--- src/hdl/ptq_pkg.sv ---
// ----------------------------------------------------------------------------
// ptq_pkg
// Shared codes and types for the priority task queue: operation kinds,
// result status codes and the decoded operation flags.
// ----------------------------------------------------------------------------
`default_nettype none

package ptq_pkg;

    typedef enum logic [1:0] {
        KIND_INSERT = 2'd0,
        KIND_REMOVE = 2'd1,
        KIND_POP    = 2'd2,
        KIND_CLEAR  = 2'd3
    } t_kind;

    typedef enum logic [1:0] {
        ST_OK        = 2'd0,
        ST_FULL      = 2'd1,
        ST_NOT_FOUND = 2'd2,
        ST_EMPTY     = 2'd3
    } t_status;

    typedef struct packed {
        logic insert;
        logic remove;
        logic pop;
        logic clear;
    } t_op;

    localparam int STATUS_BITS = 2;
    localparam int OP_BITS     = $bits(t_op);

endpackage

`default_nettype wire

--- src/hdl/priority_task_queue.sv ---
// ----------------------------------------------------------------------------
// priority_task_queue
// Bounded task queue kept sorted by signed priority, highest at the head.
// A request beat passes the command queue, the compare registers and the
// result queue on its way to the ports. A new operation is taken only after
// the slot row has shifted for the last one and the result queue has room.
// Reset: synchronous active low; empties the queue and both beat queues.
// ----------------------------------------------------------------------------
`default_nettype none

module priority_task_queue #(
    parameter int DEPTH         = 16,
    parameter int ID_BITS       = 16,
    parameter int PRIORITY_BITS = 16
) (
    input  wire logic                            i_clk,
    input  wire logic                            i_rst_n,
    input  wire logic                            push,
    output logic                                 full,
    input  wire logic [1:0]                      i_kind,
    input  wire logic signed [PRIORITY_BITS-1:0] i_priority_req,
    input  wire logic [ID_BITS-1:0]              i_task_id,
    output logic                                 empty,
    input  wire logic                            pop,
    output logic [1:0]                           o_status,
    output logic [ID_BITS-1:0]                   o_head_id,
    output logic signed [PRIORITY_BITS-1:0]      o_head_priority,
    output logic [$clog2(DEPTH+1)-1:0]           o_entry_count
);

    logic                            w_cmd_valid;
    logic                            w_cmd_take;
    ptq_pkg::t_op                    w_cmd_op;
    logic [ID_BITS-1:0]              w_cmd_id;
    logic signed [PRIORITY_BITS-1:0] w_cmd_pri;

    ptq_front #(
        .ID_BITS       (ID_BITS),
        .PRIORITY_BITS (PRIORITY_BITS)
    ) u_front (
        .i_clk          (i_clk),
        .i_rst_n        (i_rst_n),
        .i_push         (push),
        .o_full         (full),
        .i_kind         (i_kind),
        .i_priority_req (i_priority_req),
        .i_task_id      (i_task_id),
        .o_cmd_valid    (w_cmd_valid),
        .i_cmd_take     (w_cmd_take),
        .o_cmd_op       (w_cmd_op),
        .o_cmd_id       (w_cmd_id),
        .o_cmd_pri      (w_cmd_pri)
    );

    ptq_back #(
        .DEPTH         (DEPTH),
        .ID_BITS       (ID_BITS),
        .PRIORITY_BITS (PRIORITY_BITS)
    ) u_back (
        .i_clk           (i_clk),
        .i_rst_n         (i_rst_n),
        .i_cmd_valid     (w_cmd_valid),
        .o_cmd_take      (w_cmd_take),
        .i_cmd_op        (w_cmd_op),
        .i_cmd_id        (w_cmd_id),
        .i_cmd_pri       (w_cmd_pri),
        .o_empty         (empty),
        .i_pop           (pop),
        .o_status        (o_status),
        .o_head_id       (o_head_id),
        .o_head_priority (o_head_priority),
        .o_entry_count   (o_entry_count)
    );

endmodule

`default_nettype wire

--- src/hdl/ptq_fifo.sv ---
// ----------------------------------------------------------------------------
// ptq_fifo
// Two-entry register queue with registered storage; decouples producer and
// consumer so that each side can stall on its own.
// ----------------------------------------------------------------------------
`default_nettype none

module ptq_fifo #(
    parameter int WIDTH = 8
) (
    input  wire logic             i_clk,
    input  wire logic             i_rst_n,
    input  wire logic             i_push,
    input  wire logic [WIDTH-1:0] i_data,
    output logic                  o_full,
    input  wire logic             i_pop,
    output logic                  o_valid,
    output logic [WIDTH-1:0]      o_data
);

    logic [WIDTH-1:0] r_mem [2];
    logic             r_wptr;
    logic             r_rptr;
    logic [1:0]       r_cnt;
    logic             w_wr;
    logic             w_rd;

    assign o_full  = (r_cnt == 2'd2);
    assign o_valid = (r_cnt != 2'd0);
    assign o_data  = r_mem[r_rptr];
    assign w_wr    = i_push && !o_full;
    assign w_rd    = i_pop && o_valid;

    always_ff @(posedge i_clk) begin
        if (!i_rst_n) begin
            r_wptr <= 1'b0;
            r_rptr <= 1'b0;
            r_cnt  <= 2'd0;
        end else begin
            if (w_wr) begin
                r_wptr <= !r_wptr;
            end
            if (w_rd) begin
                r_rptr <= !r_rptr;
            end
            priority if (w_wr && !w_rd) begin
                r_cnt <= r_cnt + 2'd1;
            end else if (w_rd && !w_wr) begin
                r_cnt <= r_cnt - 2'd1;
            end
        end
    end

    always_ff @(posedge i_clk) begin
        if (w_wr) begin
            r_mem[r_wptr] <= i_data;
        end
    end

endmodule

`default_nettype wire

--- src/hdl/ptq_front.sv ---
// ----------------------------------------------------------------------------
// ptq_front
// Input side: accepts request beats, decodes the operation kind into flags
// and queues the decoded command for the back end.
// ----------------------------------------------------------------------------
`default_nettype none

module ptq_front #(
    parameter int ID_BITS       = 16,
    parameter int PRIORITY_BITS = 16
) (
    input  wire logic                            i_clk,
    input  wire logic                            i_rst_n,
    input  wire logic                            i_push,
    output logic                                 o_full,
    input  wire logic [1:0]                      i_kind,
    input  wire logic signed [PRIORITY_BITS-1:0] i_priority_req,
    input  wire logic [ID_BITS-1:0]              i_task_id,
    output logic                                 o_cmd_valid,
    input  wire logic                            i_cmd_take,
    output ptq_pkg::t_op                         o_cmd_op,
    output logic [ID_BITS-1:0]                   o_cmd_id,
    output logic signed [PRIORITY_BITS-1:0]      o_cmd_pri
);

    localparam int CMD_BITS = ptq_pkg::OP_BITS + ID_BITS + PRIORITY_BITS;

    ptq_pkg::t_op        w_op;
    logic [CMD_BITS-1:0] w_wr_data;
    logic [CMD_BITS-1:0] w_rd_data;

    always_comb begin
        w_op = '0;
        unique case (ptq_pkg::t_kind'(i_kind))
            ptq_pkg::KIND_INSERT: w_op.insert = 1'b1;
            ptq_pkg::KIND_REMOVE: w_op.remove = 1'b1;
            ptq_pkg::KIND_POP:    w_op.pop    = 1'b1;
            ptq_pkg::KIND_CLEAR:  w_op.clear  = 1'b1;
            default:              w_op        = '0;
        endcase
    end

    assign w_wr_data = {w_op, i_task_id, i_priority_req};

    ptq_fifo #(
        .WIDTH (CMD_BITS)
    ) u_cmd_fifo (
        .i_clk   (i_clk),
        .i_rst_n (i_rst_n),
        .i_push  (i_push),
        .i_data  (w_wr_data),
        .o_full  (o_full),
        .i_pop   (i_cmd_take),
        .o_valid (o_cmd_valid),
        .o_data  (w_rd_data)
    );

    assign o_cmd_op  = ptq_pkg::t_op'(w_rd_data[CMD_BITS-1 -: ptq_pkg::OP_BITS]);
    assign o_cmd_id  = w_rd_data[PRIORITY_BITS +: ID_BITS];
    assign o_cmd_pri = $signed(w_rd_data[PRIORITY_BITS-1:0]);

endmodule

`default_nettype wire

--- src/hdl/ptq_back.sv ---
// ----------------------------------------------------------------------------
// ptq_back
// Execution side: a row of slot cells kept sorted by priority. The command
// is compared against every slot as it is taken; in the cycle after that the
// cells shift and the result beat is queued.
// ----------------------------------------------------------------------------
`default_nettype none

module ptq_back #(
    parameter int DEPTH         = 16,
    parameter int ID_BITS       = 16,
    parameter int PRIORITY_BITS = 16
) (
    input  wire logic                            i_clk,
    input  wire logic                            i_rst_n,
    input  wire logic                            i_cmd_valid,
    output logic                                 o_cmd_take,
    input  wire ptq_pkg::t_op                    i_cmd_op,
    input  wire logic [ID_BITS-1:0]              i_cmd_id,
    input  wire logic signed [PRIORITY_BITS-1:0] i_cmd_pri,
    output logic                                 o_empty,
    input  wire logic                            i_pop,
    output logic [1:0]                           o_status,
    output logic [ID_BITS-1:0]                   o_head_id,
    output logic signed [PRIORITY_BITS-1:0]      o_head_priority,
    output logic [$clog2(DEPTH+1)-1:0]           o_entry_count
);

    localparam int CW       = $clog2(DEPTH+1);
    localparam int LEVELS   = $clog2(DEPTH);
    localparam int RSP_BITS = ptq_pkg::STATUS_BITS + ID_BITS + PRIORITY_BITS + CW;

    typedef enum logic {
        S_IDLE,
        S_EXEC
    } t_state;

    t_state                           r_state;
    logic [ID_BITS-1:0]               r_id  [DEPTH];
    logic signed [PRIORITY_BITS-1:0]  r_pri [DEPTH];
    logic [ID_BITS-1:0]               n_id  [DEPTH];
    logic signed [PRIORITY_BITS-1:0]  n_pri [DEPTH];
    logic [CW-1:0]                    r_count;
    logic [CW-1:0]                    n_count;
    ptq_pkg::t_op                     r_op;
    logic [ID_BITS-1:0]               r_cmd_id;
    logic signed [PRIORITY_BITS-1:0]  r_cmd_pri;
    logic [DEPTH-1:0]                 r_gt;
    logic [DEPTH-1:0]                 r_eq;
    logic [DEPTH-1:0]                 r_match;
    logic [DEPTH-1:0]                 w_gt;
    logic [DEPTH-1:0]                 w_eq;
    logic [DEPTH-1:0]                 w_match;
    logic [DEPTH-1:0]                 w_keep;
    logic [DEPTH-1:0]                 w_pre [LEVELS+1];
    logic [DEPTH-1:0]                 w_hit;
    logic                             w_found;
    logic                             w_is_full;
    logic                             w_is_empty;
    logic                             w_do_insert;
    logic                             w_do_remove;
    logic                             w_do_pop;
    ptq_pkg::t_status                 w_status;
    logic [ID_BITS-1:0]               w_hid;
    logic signed [PRIORITY_BITS-1:0]  w_hpri;
    logic                             w_rsp_full;
    logic                             w_rsp_push;
    logic [RSP_BITS-1:0]              w_rsp_wr;
    logic [RSP_BITS-1:0]              w_rsp_rd;
    logic                             w_rsp_valid;

    assign o_cmd_take = (r_state == S_IDLE) && i_cmd_valid && !w_rsp_full;
    assign w_rsp_push = (r_state == S_EXEC);

    // compare and shift cells
    genvar g;
    generate
        for (g = 0; g < DEPTH; g++) begin : g_cell
            logic                            w_valid;
            logic                            w_keep_prev;
            logic [ID_BITS-1:0]              w_prev_id;
            logic signed [PRIORITY_BITS-1:0] w_prev_pri;
            logic [ID_BITS-1:0]              w_next_id;
            logic signed [PRIORITY_BITS-1:0] w_next_pri;

            assign w_valid    = (CW'(g) < r_count);
            assign w_gt[g]    = w_valid && (r_pri[g] > i_cmd_pri);
            assign w_eq[g]    = w_valid && (r_pri[g] == i_cmd_pri);
            assign w_match[g] = w_valid && (r_id[g] == i_cmd_id);

            if (g == 0) begin : g_first
                assign w_keep_prev = 1'b1;
                assign w_prev_id   = r_cmd_id;
                assign w_prev_pri  = r_cmd_pri;
                assign w_keep[g]   = r_gt[g] | r_eq[g];
            end else begin : g_rest
                assign w_keep_prev = w_keep[g-1];
                assign w_prev_id   = r_id[g-1];
                assign w_prev_pri  = r_pri[g-1];
                assign w_keep[g]   = r_gt[g] | (r_eq[g] & r_gt[g-1]);
            end

            if (g == DEPTH-1) begin : g_last
                assign w_next_id  = r_id[g];
                assign w_next_pri = r_pri[g];
            end else begin : g_inner
                assign w_next_id  = r_id[g+1];
                assign w_next_pri = r_pri[g+1];
            end

            always_comb begin
                n_id[g]  = r_id[g];
                n_pri[g] = r_pri[g];
                priority if (w_do_insert) begin
                    if (!w_keep[g]) begin
                        if (w_keep_prev) begin
                            n_id[g]  = r_cmd_id;
                            n_pri[g] = r_cmd_pri;
                        end else begin
                            n_id[g]  = w_prev_id;
                            n_pri[g] = w_prev_pri;
                        end
                    end
                end else if (w_do_pop || (w_do_remove && w_hit[g])) begin
                    n_id[g]  = w_next_id;
                    n_pri[g] = w_next_pri;
                end
            end
        end
    endgenerate

    // prefix or of match flags, first hit and everything after it
    assign w_pre[0] = r_match;
    generate
        for (g = 0; g < LEVELS; g++) begin : g_pre
            assign w_pre[g+1] = w_pre[g] | (w_pre[g] << (1 << g));
        end
    endgenerate
    assign w_hit   = w_pre[LEVELS];
    assign w_found = w_hit[DEPTH-1];

    assign w_is_full   = (r_count == CW'(DEPTH));
    assign w_is_empty  = (r_count == '0);
    assign w_do_insert = w_rsp_push && r_op.insert && !w_is_full;
    assign w_do_remove = w_rsp_push && r_op.remove && w_found;
    assign w_do_pop    = w_rsp_push && r_op.pop && !w_is_empty;

    always_comb begin
        w_status = ptq_pkg::ST_OK;
        w_hid    = '0;
        w_hpri   = '0;
        n_count  = r_count;
        priority if (r_op.insert) begin
            if (w_is_full) begin
                w_status = ptq_pkg::ST_FULL;
            end else begin
                n_count = r_count + CW'(1);
            end
        end else if (r_op.remove) begin
            if (w_found) begin
                n_count = r_count - CW'(1);
            end else begin
                w_status = ptq_pkg::ST_NOT_FOUND;
            end
        end else if (r_op.pop) begin
            if (w_is_empty) begin
                w_status = ptq_pkg::ST_EMPTY;
            end else begin
                w_hid   = r_id[0];
                w_hpri  = r_pri[0];
                n_count = r_count - CW'(1);
            end
        end else begin
            n_count = '0;
        end
    end

    always_ff @(posedge i_clk) begin
        if (!i_rst_n) begin
            r_state <= S_IDLE;
            r_count <= '0;
        end else begin
            unique case (r_state)
                S_IDLE: begin
                    if (o_cmd_take) begin
                        r_state <= S_EXEC;
                    end
                end
                S_EXEC: begin
                    r_state <= S_IDLE;
                    r_count <= n_count;
                end
                default: r_state <= S_IDLE;
            endcase
        end
        if (o_cmd_take) begin
            r_op      <= i_cmd_op;
            r_cmd_id  <= i_cmd_id;
            r_cmd_pri <= i_cmd_pri;
            r_gt      <= w_gt;
            r_eq      <= w_eq;
            r_match   <= w_match;
        end
        for (int i = 0; i < DEPTH; i++) begin
            r_id[i]  <= n_id[i];
            r_pri[i] <= n_pri[i];
        end
    end

    assign w_rsp_wr = {w_status, w_hid, w_hpri, n_count};

    ptq_fifo #(
        .WIDTH (RSP_BITS)
    ) u_rsp_fifo (
        .i_clk   (i_clk),
        .i_rst_n (i_rst_n),
        .i_push  (w_rsp_push),
        .i_data  (w_rsp_wr),
        .o_full  (w_rsp_full),
        .i_pop   (i_pop),
        .o_valid (w_rsp_valid),
        .o_data  (w_rsp_rd)
    );

    assign o_empty         = !w_rsp_valid;
    assign o_status        = w_rsp_rd[RSP_BITS-1 -: ptq_pkg::STATUS_BITS];
    assign o_head_id       = w_rsp_rd[CW+PRIORITY_BITS +: ID_BITS];
    assign o_head_priority = $signed(w_rsp_rd[CW +: PRIORITY_BITS]);
    assign o_entry_count   = w_rsp_rd[CW-1:0];

endmodule

`default_nettype wire

--- config.mk ---
export PLATFORM = sky130hd
export DESIGN_NAME = priority_task_queue
export DESIGN_NICKNAME = d
export VERILOG_FILES = /design/src/hdl/ptq_pkg.sv /design/src/hdl/priority_task_queue.sv /design/src/hdl/ptq_fifo.sv /design/src/hdl/ptq_front.sv /design/src/hdl/ptq_back.sv
export SDC_FILE = /design/constraint.sdc
export NUM_CORES = 2
export LEC_CHECK = 0
export BUFFER_PORTS_ARGS = -buffer_cell sky130_fd_sc_hd__buf_2
export CAP_MARGIN = 20
export CELL_PAD_IN_SITES_DETAIL_PLACEMENT = 0
export CELL_PAD_IN_SITES_GLOBAL_PLACEMENT = 1
export CORE_ASPECT_RATIO = 1.4
export CORE_MARGIN = 1
export CORE_UTILIZATION = 40
export CTS_BUF_LIST = sky130_fd_sc_hd__clkbuf_8
export DETAILED_ROUTE_END_ITERATION = 16
export PLACE_DENSITY_LB_ADDON = 0.1
export SLEW_MARGIN = 20
export SYNTH_ARGS = -nofsm -noshare
export SYNTH_HDL_FRONTEND = slang
export SYNTH_HIERARCHICAL = 1
export SYNTH_SLANG_ARGS = --single-unit
--- constraint.sdc ---
create_clock -name i_clk -period 10.7 [get_ports i_clk]
set_input_delay 1.07 -clock i_clk [delete_from_list [all_inputs] [get_ports i_clk]]
set_output_delay 1.07 -clock i_clk [all_outputs]
set_load 0.01 [all_outputs]
---- Yosys cells after proc, flatten, opt, wreduce, memory -nomap -nowiden ----
Memories as Yosys holds them, arrays and structs flattened. A register that Yosys moved wholly into a read port is not among the register bits.
Index checks and enable logic that the tools add are counted.
word-level totals
  input port bits ......................... 38
  RAM bits ................................ 662
  memories ................................ 4
  word-level logic and storage cells ...... 407
  output and inout bits ................... 41
  flip-flop bits (word level) ............. 97
operators by class
  reductions and logical operators ........ 113
  $lt $le $gt $ge ......................... 32
  equal/unequal tests ..................... 38
  bitwise logic cells ..................... 36
  muxes and demuxes ....................... 162
  $add $sub $neg .......................... 6
memories
  memory                    words  bits a word  rd ports  clocked after memory_dff  write ports  RTL line        RTL
  u_back.r_id               16     16           16        0                         16           ptq_back.sv:39  logic [ID_BITS-1:0] r_id [DEPTH];
  u_back.r_pri              16     16           16        0                         16           ptq_back.sv:40  logic signed [PRIORITY_BITS-1:0] r_pri [DEPTH];
  u_back.u_rsp_fifo.r_mem   2      39           1         1                         1            ptq_fifo.sv:21  logic [WIDTH-1:0] r_mem [2];
  u_front.u_cmd_fifo.r_mem  2      36           1         1                         1            ptq_fifo.sv:21
operators with widths
  kind                   count
  $mux W16               132
  $eq A16 B16 Y1         32
  $gt A16 B16 Y1         16
  $logic_and A1 B1 Y1    79
  $or A16 B16 Y16        4
  $lt A4 B5 Y1 const A   8
  $mux W5                6
  $lt A3 B5 Y1 const A   4
  $mux W2                9
  $or A1 B1 Y1           16
  $and A1 B1 Y1          15
  $logic_or A1 B1 Y1     15
  $mux W1                14
  $logic_not A1 Y1       13
  $lt A1 B5 Y1 const A   2
  $lt A2 B5 Y1 const A   2
  $eq A2 B2 Y1 const B   4
  $reduce_bool A2 Y1     4
  $add A5 B1 Y5 const B  1
  $eq A5 B5 Y1 const B   1
  $logic_not A5 Y1       1
  $sub A5 B1 Y5 const B  1
  $add A2 B1 Y2 const B  2
  $sub A2 B1 Y2 const B  2
  4 further kinds        4

---- Depth between registers and ports, before layout ----
  depth in word-level cells ............... 9
  gate-level depth with buffers ........... 11
  gate-level depth less buffers ........... 9

---- Cells and area by module ----
The synthesis kept the hierarchy.
by module, submodules not included
  module                          cells each  instances  area each (µm²)  seq. area each (µm²)
  ptq_back                        3,622       1          38,269.2         17,987.3
  ptq_fifo at u_back.u_rsp_fifo   146         1          3,044.2          2,442.3
  ptq_fifo at u_front.u_cmd_fifo  137         1          2,831.5          2,262.2
  ptq_front                       4           1          26.3             0.0

---- Worst setup path after synthesis ----
No wires, ideal clock.
  path type ............................... reg2reg
  from .................................... register u_back.u_rsp_fifo.r_cnt[0]
  to ...................................... register u_front.u_cmd_fifo.r_cnt[1]
  cell stages (with the launch flop) ...... 8
  arrival ................................. 8,522 ps
  required time ........................... 10,630 ps
  setup slack ............................. 2,108 ps
  library setup time ...................... 70 ps
  buffers on the path ..................... 0
  clock period less this slack ............ 8,592 ps
  cell sequence ........................... dfxtp_1 > nand2b_1 > inv_2 > nor3b_1 > o21ai_1 > ha_1 > or3_1 > a21boi_1
on the way
  cells in the longest elaborated chain, start to end .. 7
  elaborated cells on any way between the ends .. 9
  classes of those cells .................. eq/ne (1); mux (1); reduce/logical (7)
RTL lines
  what                                           RTL line                   RTL
  start: declaration                             ptq_fifo.sv:24             logic [1:0] r_cnt;
  start signal: assignment                       ptq_fifo.sv:47             r_cnt <= r_cnt + 2'd1;
  start signal: assignment                       ptq_fifo.sv:49             r_cnt <= r_cnt - 2'd1;
  $eq A2 B2 Y1 (*)                               ptq_fifo.sv:28             assign o_full = (r_cnt == 2'd2);
  named net u_back.w_rsp_full                    ptq_back.sv:66             logic w_rsp_full;
  $logic_not A1 Y1 (*)                           ptq_back.sv:72             assign o_cmd_take = (r_state == S_IDLE) && i_cmd_valid && !w_rsp_full;
  $logic_and A1 B1 Y1 (*)                        ptq_back.sv:72
  named net w_cmd_take                           priority_task_queue.sv:32  logic w_cmd_take;
  $logic_and A1 B1 Y1 (*)                        ptq_fifo.sv:32             assign w_rd = i_pop && o_valid;
  $logic_not A1 Y1                               ptq_fifo.sv:46             priority if (w_wr && !w_rd) begin
  $logic_and A1 B1 Y1                            ptq_fifo.sv:46
  $mux W2 or $reduce_bool A2 Y1 (tied branches)  --
  end signal: assignment                         ptq_fifo.sv:47
  end signal: assignment                         ptq_fifo.sv:49
  end: declaration                               ptq_fifo.sv:24
Mark *: on every way through the listed nets, which the timed path passes. The rest lies on a longest branch.
A chain may end at the register's enable or synchronous reset.

==> out/metrics.yaml <==
outcome: "completed"
area_growth_pct: 9.61
slew_viol_final: 0
post_drt_via_cell_ratio: 5.51
critPathMaxFanout: 254
ant_nets: 0
wl_per_cell_um: 23.8
cts_buffers: 134
drcViolationCount: 0
r2r_setup_slack_ps: 5790
cts_tree: "built"
syn_inst: 3905
drtIter0Drc: 1780
max_cap_viol_count: 0
portBuffers: 78
clock_skew_ps: 36.2
ir_drop_mv: 0.179
final_common_cell: "edfxtp_1"
cp.required_ps: 11230
grt_antenna_before_repair: 2
ctsResizeCount: 0
period_needed_ps: 4910
cts-hold-fix-buffers: 0
io_pins: 79
cts_root_buf: "clkbuf_8"
crit_end: "u_back/r_id[1][32]"
hpwl_mm: 93.5
grtUsageTotal_pct: 23.7
syn_area_um2: 44100
grt_overflow: 0
nNetsFinal: 4225
wirelength_mm: 130
worstPathArrival_ps: 5430
dp.cells: 5236
leakagePower_nw: 19.4
setup_tns_ps: 0
power.density_nw_per_um2: 325
rsz0062_at_grt: "no"
r2r_cells: 9
fin_crit_sh_pct: 45.9
cts_setup_buffers: 0
die_area_um2: 112000
rows: 143
initial_core_util_pct: 40.5
ys_warn_count: 6
finalSetupViolations: 0
die_h_um: 395
hold_viol: 0
clock-sinks: 759
drive_gt1_share_pct: 11.2
worstSetupPathType: "flop to flop"
relSlewSlack_pct: 25.3
avgSynthCellArea_um2: 11.3
path_clk_slew_ps: 60
cts_buffer_depth: 3
grt_pass1_wl_mm: 199
gp_congestion: 0.820
fin_cells: 5477
grt_pass1_vias: 32331
reg2reg_to: "u_back/r_id[1][32]"
startpoint_type: "flop"
fp.dieW_um: 283
syn-num-nets: 4204
core_area_um2: 109000
tightest_slew_ps: 1120
critPathLaunch: "u_back/r_count[0]"
hp-class: "input pin to flop"
grt_max_degree: 255
h-tree-depth: 4
mostFrequentLayoutCells: "edfxtp_1, nand2_1, o21ai_0"
fmax_ghz: 0.204
setup.worst_path.end_class: "flop"
r2r-start: "u_back/r_count[0]"
drtPass1Iterations: 5
num_vias: 30183
insertion_delay_ps: 840
sequential cells by signal (all words and copies together), names as in the netlist, named ones only:
| register | flops |
|---|---|
| u_back/r_id | 256 |
| u_back/r_pri | 256 |
| u_back/u_rsp_fifo/r_mem | 78 |
| u_front/u_cmd_fifo/r_mem | 70 |
| u_back/g_cell.w_prev_id | 16 |
| u_back/g_cell.w_prev_pri | 16 |
| u_back/r_eq | 16 |
| u_back/r_gt | 16 |
| u_back/r_match | 16 |
| u_back/r_count | 5 |
| u_back/r_op | 3 |
| u_back/u_rsp_fifo/r_cnt | 2 |
| u_front/u_cmd_fifo/r_cnt | 2 |
| u_back/r_state | 1 |
| u_back/u_rsp_fifo/r_rptr | 1 |
| u_back/u_rsp_fifo/r_wptr | 1 |
| u_front/u_cmd_fifo/r_rptr | 1 |
| u_front/u_cmd_fifo/r_wptr | 1 |
report_power, final:
part | leakage, nW | internal (W) | total [W] | switching (W)
combinational | 10.9 | 0.00264 | 0.00692 | 0.00428
clock | 1.42 | 0.00130 | 0.00257 | 0.00127
sequential | 7.03 | 0.00490 | 0.00620 | 0.00130
total | 19.4 | 0.00884 | 0.0157 | 0.00685
layout make-up:
type,instances,area (um^2)
fillers,10477,60600
flip-flops and latches,759,22600
multi-input cells,2844,20300
clock buffers,146,2010
well taps,1450,1810
repair buffers,131,913
clock inverters,90,435
inverters,56,210
diodes,1,2.50
metal layers:
layer	global-route usage (%)	share of wire [%]
met1	27.7	40
met4	8.13	3.0
met3	3.36	3.2
met5	0	0.010
met2	43.5	54
worst max-delay path, cell delays in order (launching register included):
cell and delay [ps]:
dfxtp_1 450, inv_1 210, ha_1 260, nor3b_4 390, nand2_1 190, nand3_4 130
buf_4 750, buf_12 670, buf_4 890, o21ai_0 260
stage by stage:
| step | setup WS [ps] | utilization [%] | area, um^2 | hold WS, ps | power [W] |
|---|---|---|---|---|---|
| floorplan | 2110 | - | 44100 | 479 | 0.0107 |
| global placement | 6020 | 42.0 | 45700 | 505 | 0.0131 |
| detailed placement | 5860 | 42.0 | 45800 | 514 | 0.0132 |
| CTS | 5900 | 44.3 | 48200 | 336 | 0.0158 |
| global route | 5350 | 44.4 | 48300 | 362 | 0.0168 |
| finish | 5790 | 44.4 | 48300 | 424 | 0.0157 |
worst min-delay path by stage:
stage,startpoint,to,cells past startpoint
after CTS,i_priority_req[7],u_front/u_cmd_fifo/r_mem[1][7],1
after global routing,i_priority_req[7],u_front/u_cmd_fifo/r_mem[1][7],1
after detailed placement,u_back/u_rsp_fifo/r_cnt[1],u_back/u_rsp_fifo/r_cnt[1],2
after global placement,u_back/u_rsp_fifo/r_cnt[1],u_back/u_rsp_fifo/r_cnt[1],2
after floorplan,u_back/u_rsp_fifo/r_cnt[1],u_back/u_rsp_fifo/r_cnt[1],2
final,i_task_id[15],u_front/u_cmd_fifo/r_mem[1][31],1
(Power assumes the default switching activity.)
